==> src/rtl/tmf_pkg.sv <==
// shared types, constants and helpers for the thruster mixer with stick failsafe
// no dependencies
package tmf_pkg;

  localparam int unsigned StickW = 10;
  localparam int unsigned DevW   = 11;
  localparam int unsigned GainW  = 16;
  localparam int unsigned TimeW  = 32;
  localparam int unsigned PulseW = 12;
  localparam int unsigned ProdW  = 28;
  localparam int unsigned WProdW = 45;
  localparam int unsigned SumW   = 48;
  localparam int unsigned CfgIdxW = 3;

  localparam logic [StickW-1:0] NeutralStick = 10'd500;
  localparam logic [PulseW-1:0] NeutralPulse = 12'd1500;
  localparam logic [PulseW-1:0] MaxPulse     = 12'd3000;
  localparam logic [GainW-1:0]  WeightQ16    = 16'd53084;

  localparam logic [GainW-1:0]  ForwardGainRst = 16'd32768;
  localparam logic [GainW-1:0]  LateralGainRst = 16'd32768;
  localparam logic [GainW-1:0]  YawGainRst     = 16'd9830;
  localparam logic [GainW-1:0]  GasGainRst     = 16'd32768;
  localparam logic [GainW-1:0]  StaleLimitRst  = 16'd250;

  typedef enum logic [1:0] {
    MODE_THROTTLE  = 2'd0,
    MODE_DIRECTION = 2'd1,
    MODE_TICK      = 2'd2
  } mode_e;

  typedef enum logic [CfgIdxW-1:0] {
    CFG_FORWARD_GAIN = 3'd0,
    CFG_LATERAL_GAIN = 3'd1,
    CFG_YAW_GAIN     = 3'd2,
    CFG_GAS_GAIN     = 3'd3,
    CFG_MOTORS_EN    = 3'd4,
    CFG_STALE_LIMIT  = 3'd5
  } cfg_idx_e;

  typedef struct packed {
    logic [GainW-1:0] forward;
    logic [GainW-1:0] lateral;
    logic [GainW-1:0] yaw;
    logic [GainW-1:0] gas;
  } gains_t;

  typedef struct packed {
    logic signed [DevW-1:0] forward;
    logic signed [DevW-1:0] lateral;
    logic signed [DevW-1:0] yaw;
    logic signed [DevW-1:0] gas;
  } dev_t;

  typedef struct packed {
    logic [PulseW-1:0] m1;
    logic [PulseW-1:0] m2;
    logic [PulseW-1:0] m3;
    logic [PulseW-1:0] m4;
    logic [PulseW-1:0] m5;
    logic [PulseW-1:0] m6;
  } pulses_t;

  function automatic logic signed [DevW-1:0] stick_dev(input logic [StickW-1:0] stick);
    stick_dev = $signed({1'b0, NeutralStick}) - $signed({1'b0, stick});
  endfunction

  // drop fraction bits of a q32 sum and keep it within 0..3000
  function automatic logic [PulseW-1:0] to_pulse(input logic signed [SumW-1:0] sum);
    logic [SumW-33:0] whole;
    whole = sum[SumW-1:32];
    if (sum[SumW-1]) begin
      to_pulse = '0;
    end else if (whole > {{(SumW-32-PulseW){1'b0}}, MaxPulse}) begin
      to_pulse = MaxPulse;
    end else begin
      to_pulse = whole[PulseW-1:0];
    end
  endfunction

endpackage

==> src/rtl/tmf_stick_hold.sv <==
// held stick values, arrival stamps and stale-stick timeouts
// depends on tmf_pkg
module tmf_stick_hold (
  input  logic                         clk_i,
  input  logic                         rst_ni,
  input  logic                         accept_i,
  input  logic [1:0]                   mode_i,
  input  logic [tmf_pkg::StickW-1:0]   stick_forward_i,
  input  logic [tmf_pkg::StickW-1:0]   stick_lateral_i,
  input  logic [tmf_pkg::StickW-1:0]   stick_yaw_i,
  input  logic [tmf_pkg::StickW-1:0]   stick_gas_i,
  input  logic [tmf_pkg::TimeW-1:0]    time_now_i,
  input  logic                         auto_yaw_on_i,
  input  logic [tmf_pkg::StickW-1:0]   auto_yaw_value_i,
  input  logic                         auto_depth_on_i,
  input  logic [tmf_pkg::StickW-1:0]   auto_gas_value_i,
  input  logic                         motors_enabled_i,
  input  logic [tmf_pkg::GainW-1:0]    stale_limit_i,
  output logic                         tick_o,
  output tmf_pkg::dev_t                dev_o
);
  import tmf_pkg::*;

  logic [StickW-1:0] fwd_q, fwd_d, lat_q, lat_d, yaw_q, yaw_d, gas_q, gas_d;
  logic [TimeW-1:0]  thr_seen_q, thr_seen_d, dir_seen_q, dir_seen_d;
  logic [TimeW-1:0]  thr_age, dir_age;
  logic              thr_stale, dir_stale;
  logic [StickW-1:0] yaw_src, gas_src;

  assign thr_age   = time_now_i - thr_seen_q;
  assign dir_age   = time_now_i - dir_seen_q;
  assign thr_stale = thr_age >= {{(TimeW-GainW){1'b0}}, stale_limit_i};
  assign dir_stale = dir_age >= {{(TimeW-GainW){1'b0}}, stale_limit_i};

  assign yaw_src = auto_yaw_on_i   ? auto_yaw_value_i : yaw_q;
  assign gas_src = auto_depth_on_i ? auto_gas_value_i : gas_q;

  assign tick_o = mode_i == MODE_TICK;

  // locked motors mix zero deviation, which is neutral on every thruster
  always_comb begin
    if (motors_enabled_i) begin
      dev_o.forward = stick_dev(fwd_q);
      dev_o.lateral = stick_dev(lat_q);
      dev_o.yaw     = stick_dev(yaw_src);
      dev_o.gas     = stick_dev(gas_src);
    end else begin
      dev_o = '0;
    end
  end

  always_comb begin
    fwd_d      = fwd_q;
    lat_d      = lat_q;
    yaw_d      = yaw_q;
    gas_d      = gas_q;
    thr_seen_d = thr_seen_q;
    dir_seen_d = dir_seen_q;
    if (accept_i) begin
      unique case (mode_i)
        MODE_THROTTLE: begin
          gas_d      = stick_gas_i;
          thr_seen_d = time_now_i;
        end
        MODE_DIRECTION: begin
          fwd_d      = stick_forward_i;
          lat_d      = stick_lateral_i;
          yaw_d      = stick_yaw_i;
          dir_seen_d = time_now_i;
        end
        MODE_TICK: begin
          if (motors_enabled_i && thr_stale) begin
            gas_d = NeutralStick;
          end
          if (motors_enabled_i && dir_stale) begin
            fwd_d = NeutralStick;
            lat_d = NeutralStick;
            yaw_d = NeutralStick;
          end
        end
        default: begin
        end
      endcase
    end
  end

  always_ff @(posedge clk_i or negedge rst_ni) begin
    if (!rst_ni) begin
      fwd_q      <= NeutralStick;
      lat_q      <= NeutralStick;
      yaw_q      <= NeutralStick;
      gas_q      <= NeutralStick;
      thr_seen_q <= '0;
      dir_seen_q <= '0;
    end else begin
      fwd_q      <= fwd_d;
      lat_q      <= lat_d;
      yaw_q      <= yaw_d;
      gas_q      <= gas_d;
      thr_seen_q <= thr_seen_d;
      dir_seen_q <= dir_seen_d;
    end
  end

endmodule

==> src/rtl/tmf_mix_pipe.sv <==
// pipelined thruster mix: gain products, 0.81 weighting, q32 sums and clamp
// depends on tmf_pkg
module tmf_mix_pipe (
  input  logic             clk_i,
  input  logic             rst_ni,
  input  logic             in_valid_i,
  output logic             in_ready_o,
  input  tmf_pkg::dev_t    dev_i,
  input  tmf_pkg::gains_t  gains_i,
  output logic             out_valid_o,
  input  logic             out_ready_i,
  output tmf_pkg::pulses_t pulses_o
);
  import tmf_pkg::*;

  localparam logic signed [SumW-1:0] Base = {4'd0, NeutralPulse, 32'd0};

  // stage valids and ready chain
  logic v1_q, v2_q, v3_q, vo_q;
  logic r1, r2, r3, ro;

  assign ro = !vo_q || out_ready_i;
  assign r3 = !v3_q || ro;
  assign r2 = !v2_q || r3;
  assign r1 = !v1_q || r2;
  assign in_ready_o  = r1;
  assign out_valid_o = vo_q;

  always_ff @(posedge clk_i or negedge rst_ni) begin
    if (!rst_ni) begin
      v1_q <= 1'b0;
      v2_q <= 1'b0;
      v3_q <= 1'b0;
      vo_q <= 1'b0;
    end else begin
      if (r1) v1_q <= in_valid_i;
      if (r2) v2_q <= v1_q;
      if (r3) v3_q <= v2_q;
      if (ro) vo_q <= v3_q;
    end
  end

  // stage 1: deviations
  dev_t dev_q;
  always_ff @(posedge clk_i) begin
    if (r1 && in_valid_i) begin
      dev_q <= dev_i;
    end
  end

  // stage 2: gain times deviation
  logic signed [ProdW-1:0] pf_d, pl_d, py_d, pg_d, pf_q, pl_q, py_q, pg_q;
  assign pf_d = ProdW'($signed({1'b0, gains_i.forward})) * ProdW'(dev_q.forward);
  assign pl_d = ProdW'($signed({1'b0, gains_i.lateral})) * ProdW'(dev_q.lateral);
  assign py_d = ProdW'($signed({1'b0, gains_i.yaw}))     * ProdW'(dev_q.yaw);
  assign pg_d = ProdW'($signed({1'b0, gains_i.gas}))     * ProdW'(dev_q.gas);

  always_ff @(posedge clk_i) begin
    if (r2 && v1_q) begin
      pf_q <= pf_d;
      pl_q <= pl_d;
      py_q <= py_d;
      pg_q <= pg_d;
    end
  end

  // stage 3: 0.81 weighting for thrusters 1 and 2
  logic signed [WProdW-1:0] yw_d, lw_d, yw_q, lw_q;
  logic signed [ProdW-1:0]  pf3_q, pl3_q, py3_q, pg3_q;
  assign yw_d = WProdW'(py_q) * WProdW'($signed({1'b0, WeightQ16}));
  assign lw_d = WProdW'(pl_q) * WProdW'($signed({1'b0, WeightQ16}));

  always_ff @(posedge clk_i) begin
    if (r3 && v2_q) begin
      yw_q  <= yw_d;
      lw_q  <= lw_d;
      pf3_q <= pf_q;
      pl3_q <= pl_q;
      py3_q <= py_q;
      pg3_q <= pg_q;
    end
  end

  // output stage: q32 sums and clamp
  logic signed [SumW-1:0] f_s, l_s, y_s, g_s, yw_s, lw_s;
  logic signed [SumW-1:0] m1_s, m2_s, m3_s, m4_s, m5_s;
  pulses_t pulses_d, pulses_q;

  assign f_s  = {{(SumW-ProdW-16){pf3_q[ProdW-1]}}, pf3_q, 16'd0};
  assign l_s  = {{(SumW-ProdW-16){pl3_q[ProdW-1]}}, pl3_q, 16'd0};
  assign y_s  = {{(SumW-ProdW-16){py3_q[ProdW-1]}}, py3_q, 16'd0};
  assign g_s  = {{(SumW-ProdW-16){pg3_q[ProdW-1]}}, pg3_q, 16'd0};
  assign yw_s = {{(SumW-WProdW){yw_q[WProdW-1]}}, yw_q};
  assign lw_s = {{(SumW-WProdW){lw_q[WProdW-1]}}, lw_q};

  assign m1_s = Base - f_s - yw_s - lw_s;
  assign m2_s = Base - f_s + yw_s + lw_s;
  assign m3_s = Base - f_s - y_s + l_s;
  assign m4_s = Base - f_s + y_s - l_s;
  assign m5_s = Base - g_s;

  always_comb begin
    pulses_d.m1 = to_pulse(m1_s);
    pulses_d.m2 = to_pulse(m2_s);
    pulses_d.m3 = to_pulse(m3_s);
    pulses_d.m4 = to_pulse(m4_s);
    pulses_d.m5 = to_pulse(m5_s);
    pulses_d.m6 = to_pulse(m5_s);
  end

  always_ff @(posedge clk_i) begin
    if (ro && v3_q) begin
      pulses_q <= pulses_d;
    end
  end

  assign pulses_o = pulses_q;

endmodule

==> src/rtl/thruster_mixer_failsafe_unit.sv <==
// Six-thruster mixer with stick failsafe. Takes one beat per clock cycle unless
// the output stalls: throttle and direction updates are absorbed at once and
// give no result, a control tick gives one beat of six pulses after it passes
// the deviation register and the two chained multiplier stages (gain product,
// then the 0.81 weighting) ahead of the sum and output register. Stale-stick
// timeouts and held-stick updates take effect at the cycle a beat is taken, so
// the next beat always sees them. Configuration is a plain write port with no
// read-back and should be written only while no tick is in flight.
// depends on tmf_pkg, tmf_stick_hold, tmf_mix_pipe
module thruster_mixer_failsafe_unit (
  input  logic                          clk_i,
  input  logic                          rst_ni,
  input  logic                          cfg_we_i,
  input  logic [tmf_pkg::CfgIdxW-1:0]   cfg_idx_i,
  input  logic [tmf_pkg::GainW-1:0]     cfg_wdata_i,
  input  logic                          in_valid_i,
  output logic                          in_ready_o,
  input  logic [1:0]                    mode_i,
  input  logic [tmf_pkg::StickW-1:0]    stick_forward_i,
  input  logic [tmf_pkg::StickW-1:0]    stick_lateral_i,
  input  logic [tmf_pkg::StickW-1:0]    stick_yaw_i,
  input  logic [tmf_pkg::StickW-1:0]    stick_gas_i,
  input  logic [tmf_pkg::TimeW-1:0]     time_now_i,
  input  logic                          auto_yaw_on_i,
  input  logic [tmf_pkg::StickW-1:0]    auto_yaw_value_i,
  input  logic                          auto_depth_on_i,
  input  logic [tmf_pkg::StickW-1:0]    auto_gas_value_i,
  output logic                          out_valid_o,
  input  logic                          out_ready_i,
  output logic [tmf_pkg::PulseW-1:0]    pulse_m1_o,
  output logic [tmf_pkg::PulseW-1:0]    pulse_m2_o,
  output logic [tmf_pkg::PulseW-1:0]    pulse_m3_o,
  output logic [tmf_pkg::PulseW-1:0]    pulse_m4_o,
  output logic [tmf_pkg::PulseW-1:0]    pulse_m5_o,
  output logic [tmf_pkg::PulseW-1:0]    pulse_m6_o
);
  import tmf_pkg::*;

  gains_t           gains_q;
  logic             motors_en_q;
  logic [GainW-1:0] stale_limit_q;

  always_ff @(posedge clk_i or negedge rst_ni) begin
    if (!rst_ni) begin
      gains_q.forward <= ForwardGainRst;
      gains_q.lateral <= LateralGainRst;
      gains_q.yaw     <= YawGainRst;
      gains_q.gas     <= GasGainRst;
      motors_en_q     <= 1'b1;
      stale_limit_q   <= StaleLimitRst;
    end else if (cfg_we_i) begin
      unique case (cfg_idx_i)
        CFG_FORWARD_GAIN: gains_q.forward <= cfg_wdata_i;
        CFG_LATERAL_GAIN: gains_q.lateral <= cfg_wdata_i;
        CFG_YAW_GAIN:     gains_q.yaw     <= cfg_wdata_i;
        CFG_GAS_GAIN:     gains_q.gas     <= cfg_wdata_i;
        CFG_MOTORS_EN:    motors_en_q     <= cfg_wdata_i[0];
        CFG_STALE_LIMIT:  stale_limit_q   <= cfg_wdata_i;
        default: begin
        end
      endcase
    end
  end

  logic    accept;
  logic    tick;
  dev_t    dev;
  pulses_t pulses;

  assign accept = in_valid_i && in_ready_o;

  tmf_stick_hold u_hold (
    .clk_i            (clk_i),
    .rst_ni           (rst_ni),
    .accept_i         (accept),
    .mode_i           (mode_i),
    .stick_forward_i  (stick_forward_i),
    .stick_lateral_i  (stick_lateral_i),
    .stick_yaw_i      (stick_yaw_i),
    .stick_gas_i      (stick_gas_i),
    .time_now_i       (time_now_i),
    .auto_yaw_on_i    (auto_yaw_on_i),
    .auto_yaw_value_i (auto_yaw_value_i),
    .auto_depth_on_i  (auto_depth_on_i),
    .auto_gas_value_i (auto_gas_value_i),
    .motors_enabled_i (motors_en_q),
    .stale_limit_i    (stale_limit_q),
    .tick_o           (tick),
    .dev_o            (dev)
  );

  tmf_mix_pipe u_mix (
    .clk_i       (clk_i),
    .rst_ni      (rst_ni),
    .in_valid_i  (in_valid_i && tick),
    .in_ready_o  (in_ready_o),
    .dev_i       (dev),
    .gains_i     (gains_q),
    .out_valid_o (out_valid_o),
    .out_ready_i (out_ready_i),
    .pulses_o    (pulses)
  );

  assign pulse_m1_o = pulses.m1;
  assign pulse_m2_o = pulses.m2;
  assign pulse_m3_o = pulses.m3;
  assign pulse_m4_o = pulses.m4;
  assign pulse_m5_o = pulses.m5;
  assign pulse_m6_o = pulses.m6;

endmodule

==> config.mk <==
export PLATFORM = sky130hd
export DESIGN_NAME = thruster_mixer_failsafe_unit
export DESIGN_NICKNAME = d
export VERILOG_FILES = /design/src/rtl/tmf_pkg.sv /design/src/rtl/tmf_stick_hold.sv /design/src/rtl/tmf_mix_pipe.sv /design/src/rtl/thruster_mixer_failsafe_unit.sv
export SDC_FILE = /design/constraint.sdc
export NUM_CORES = 2
export LEC_CHECK = 0
export ABC_AREA = 1
export BUFFER_PORTS_ARGS = -buffer_cell sky130_fd_sc_hd__buf_2
export CAP_MARGIN = 20
export CORE_MARGIN = 2
export CORE_UTILIZATION = 46
export DETAILED_ROUTE_END_ITERATION = 8
export SLEW_MARGIN = 20
export SYNTH_ARGS = -nofsm -noshare
export SYNTH_HDL_FRONTEND = slang
export SYNTH_HIERARCHICAL = 1
export SYNTH_SLANG_ARGS = --single-unit
==> constraint.sdc <==
create_clock -name clk_i -period 7.5 [get_ports clk_i]
set_clock_uncertainty 0.2 [all_clocks]
set_input_delay 1.5 -clock clk_i [delete_from_list [all_inputs] [get_ports clk_i]]
set_output_delay 1.5 -clock clk_i [all_outputs]
set_load 0.05 [all_outputs]
==> results.md <==
* Num CTS Buffers at 80
* Dpl cell area at 86600 sq um
* Initial detailed-routing violation count at 4703
* Worst-Skew Late Latency at 0.72 ns
* Area taken by multi-input logic gates at 55200 sq um
* Mean Syn Cell Area at 7.88 sq um
* Gr usage total at 26.6%
* Leading area contributor after synthesis: fa_1
* Vias per std cell at 5.06
* Final setup viols at 0
* Worst-margin pin slew at 1.06 ns
* Clock Tree Buf Depth at 3
* Port Buf Inserts at 193
* Post-route DRC at 0
* Fin Setup TNS at 0 ns
* Final WL at 243000 um
* Worst EP required at 7.77 ns
* Crit-path most repeated cell: nand2_1
* Post-CTS Setup Repair Bufs at 0
* ANT nets after route at 0
* Area Overhead vs Synth at 7.33%
* R2R Path Start: u_mix/pl_q[2]$_DFFE_PP_
* CP Data Arrival Time at 6.68 ns
* Rows at 156
* Routability cong. at 0.994
* Hold Violations, Final at 0
* Flop2flop setup slack at 1.09 ns
* Core area at 180000 sq um
* Max-cap violations at 0
* RR Endpoint: u_mix/lw_q[29]$_DFFE_PP_
* Max-slew violations at 0
* Vias post-DR at 66300
* Overall die area at 185000 sq um
* Flops & latches, synth at 601
* Layout cells sized above 1 at 5.26%
* Max frequency at 156 MHz
* CP Max Fanout at 8
* Filler cells at 17800
* Design area at 89500 sq um
* Slew headroom at 28.6%
* Sink Count at 601
* Initial antenna violation count at 10
* CP Launch Point: u_mix/pl_q[2]$_DFFE_PP_
* Starting Density at 46.2%
* Asr flop ratio synth at 31.4%
* Die W at 430 um
* Vias in the first global route at 67800
* Seq/Total Area, Yosys at 20.6%
* Yosys Warn Count at 6
* Worst Setup EP: u_mix/lw_q[29]$_DFFE_PP_
* Wirelength per Cell at 18.5 um
* Final core occ at 49.6%
* IO Pins at 194
* Result of the run: complete, no violations
* # hold bufs at CTS at 0
* Post-CTS resize count at 0
* Crit path kind: register to register
* Syn Inst Count at 10600
* Hold Path Class: register to register
* Dominant synthesized flop cell: edfxtp_1
* Post-synth EDFFs at 412
* Worst R2R Path Depth at 26
* Cell variety after synth at 63
* Period minus WS final at 6.41 ns
* Synth area leaders: fa_1 24%, edfxtp_1 15%, ha_1 14%
* HPWL after detailed placement at 205000 um
* Nets@finish at 12700
* Global-route wire length before repair at 383000 um
* CTS Root Cell: clkbuf_16
* Syn Std Cell Area at 83400 sq um
* Pre-antenna DRT Iters at 7
* Syn_nets at 12600
* Chip height at 430 um
* CTS tree: done
* Synth top area share at 24.1%
* Unrepaired setup endpoints after global routing: false
* Depth of the CTS H-tree at 3
* Clock slew at reported path FFs at 0.06 ns
* Critical Path Start Type: register
* Pin count of the biggest net entering global routing at 113
* Worst path slowest cell: edfxtp_1
* Sequential cell area at 17200 sq um
* Crit-path max cell delay at 0.68 ns
* Final Cycle Share at 85.5%
* Crit. End Element: register
* Remaining Overflow, GRT at 0
## worst min path at each step
stage	from	to	slack (ns)	cells past startpoint
global placement	u_mix/pg_q[8]$_DFFE_PP_	u_mix/pg3_q[8]$_DFFE_PP_	0.20	0
global route	u_mix/pg_q[2]$_DFFE_PP_	u_mix/pg3_q[2]$_DFFE_PP_	0.22	0
detailed placement	u_mix/pf_q[13]$_DFFE_PP_	u_mix/pf3_q[13]$_DFFE_PP_	0.20	0
finish	u_mix/pf_q[21]$_DFFE_PP_	u_mix/pf3_q[21]$_DFFE_PP_	0.21	0
floorplan	u_mix/pf_q[0]$_DFFE_PP_	u_mix/pf3_q[0]$_DFFE_PP_	0.20	0
CTS	u_mix/pf_q[5]$_DFFE_PP_	u_mix/pf3_q[5]$_DFFE_PP_	0.21	0
## logic make-up after synthesis
kind of cell / share of synthesized area, %
simple gates: 19.7
buf+inv: 13.3
fa+ha+maj: 37.7
compound gates: 5.92
flops: 20.6
xor+xnor: 2.66
mux: 0.171
## cells in the mapped netlist, types with 33 or more instances
cell      number
inv_1       2691
nand2_1     2662
fa_1        1002
ha_1         909
nor2_1       606
a21oi_1      465
edfxtp_1     412
nand3_1      320
o21ai_0      284
clkbuf_1     174
xor2_1       167
dfrtp_1      148
nand4_1      111
xnor2_1       86
or2_2         65
nor3_1        55
dfstp_2       41
a31oi_1       34
nor2_2        34
o21bai_1      33
## layout make-up
cell class	instances	area share, %
antenna	2	0.00559
clock buffer	99	2.46
clock inverter	48	0.782
inverter	2705	11.4
multi-input combinational	7063	61.7
sequential	601	19.2
tap	2370	3.31
timing repair buffer	207	1.26
## stage by stage
stage / setup WS (ns) / std cells / hold WS [ns]
after floorplan: 1.24 / 10600 / 0.200
after global placement: 1.15 / 12900 / 0.202
after detailed placement: 1.13 / 12900 / 0.205
after CTS: 1.12 / 13100 / 0.214
after global routing: 0.634 / 13100 / 0.223
final: 1.09 / 13100 / 0.211
## routing by layer
layer / part of all wire, % / global-route usage, % / up-vias
li1: - / - / 32200
met1: 45 / 35.9 / 32100
met2: 47 / 44.3 / 1652
met3: 4.5 / 2.83 / 324
met4: 3.9 / 9.20 / 12
met5: 0.031 / 0 / -
## critical path: cells and delay by family (launching register included)
family / cells / cell delay (ns)
fa+ha+maj: 7 / 3.21
simple gates: 11 / 0.83
flops: 1 / 0.68
compound gates: 2 / 0.61
buf+inv: 5 / 0.34
xor+xnor: 1 / 0.30
## sequential cells by signal, indices dropped and copies added, names as in the netlist, 32 cells and up
register and flops:
gains_q 64, u_mix/pulses_o 60, u_mix/dev_q 44, u_mix/lw_q 42, u_mix/yw_q 42, u_hold/dir_seen_q 32, u_hold/thr_seen_q 32
## layout by cell type (no fill, tap or decap), types with 167 or more instances in the layout
cell / Yosys / final
nor2_1: 606 / 603
fa_1: 1002 / 1002
buf_2: 7 / 192
xor2_1: 167 / 167
a21oi_1: 465 / 465
nand3_1: 320 / 318
edfxtp_1: 412 / 412
inv_1: 2691 / 2689
ha_1: 909 / 909
o21ai_0: 284 / 284
nand2_1: 2662 / 2662
Power is left out: the tool's default activity adds up to more than one toggle a clock period on the data nets, which glitch-free logic cannot reach.
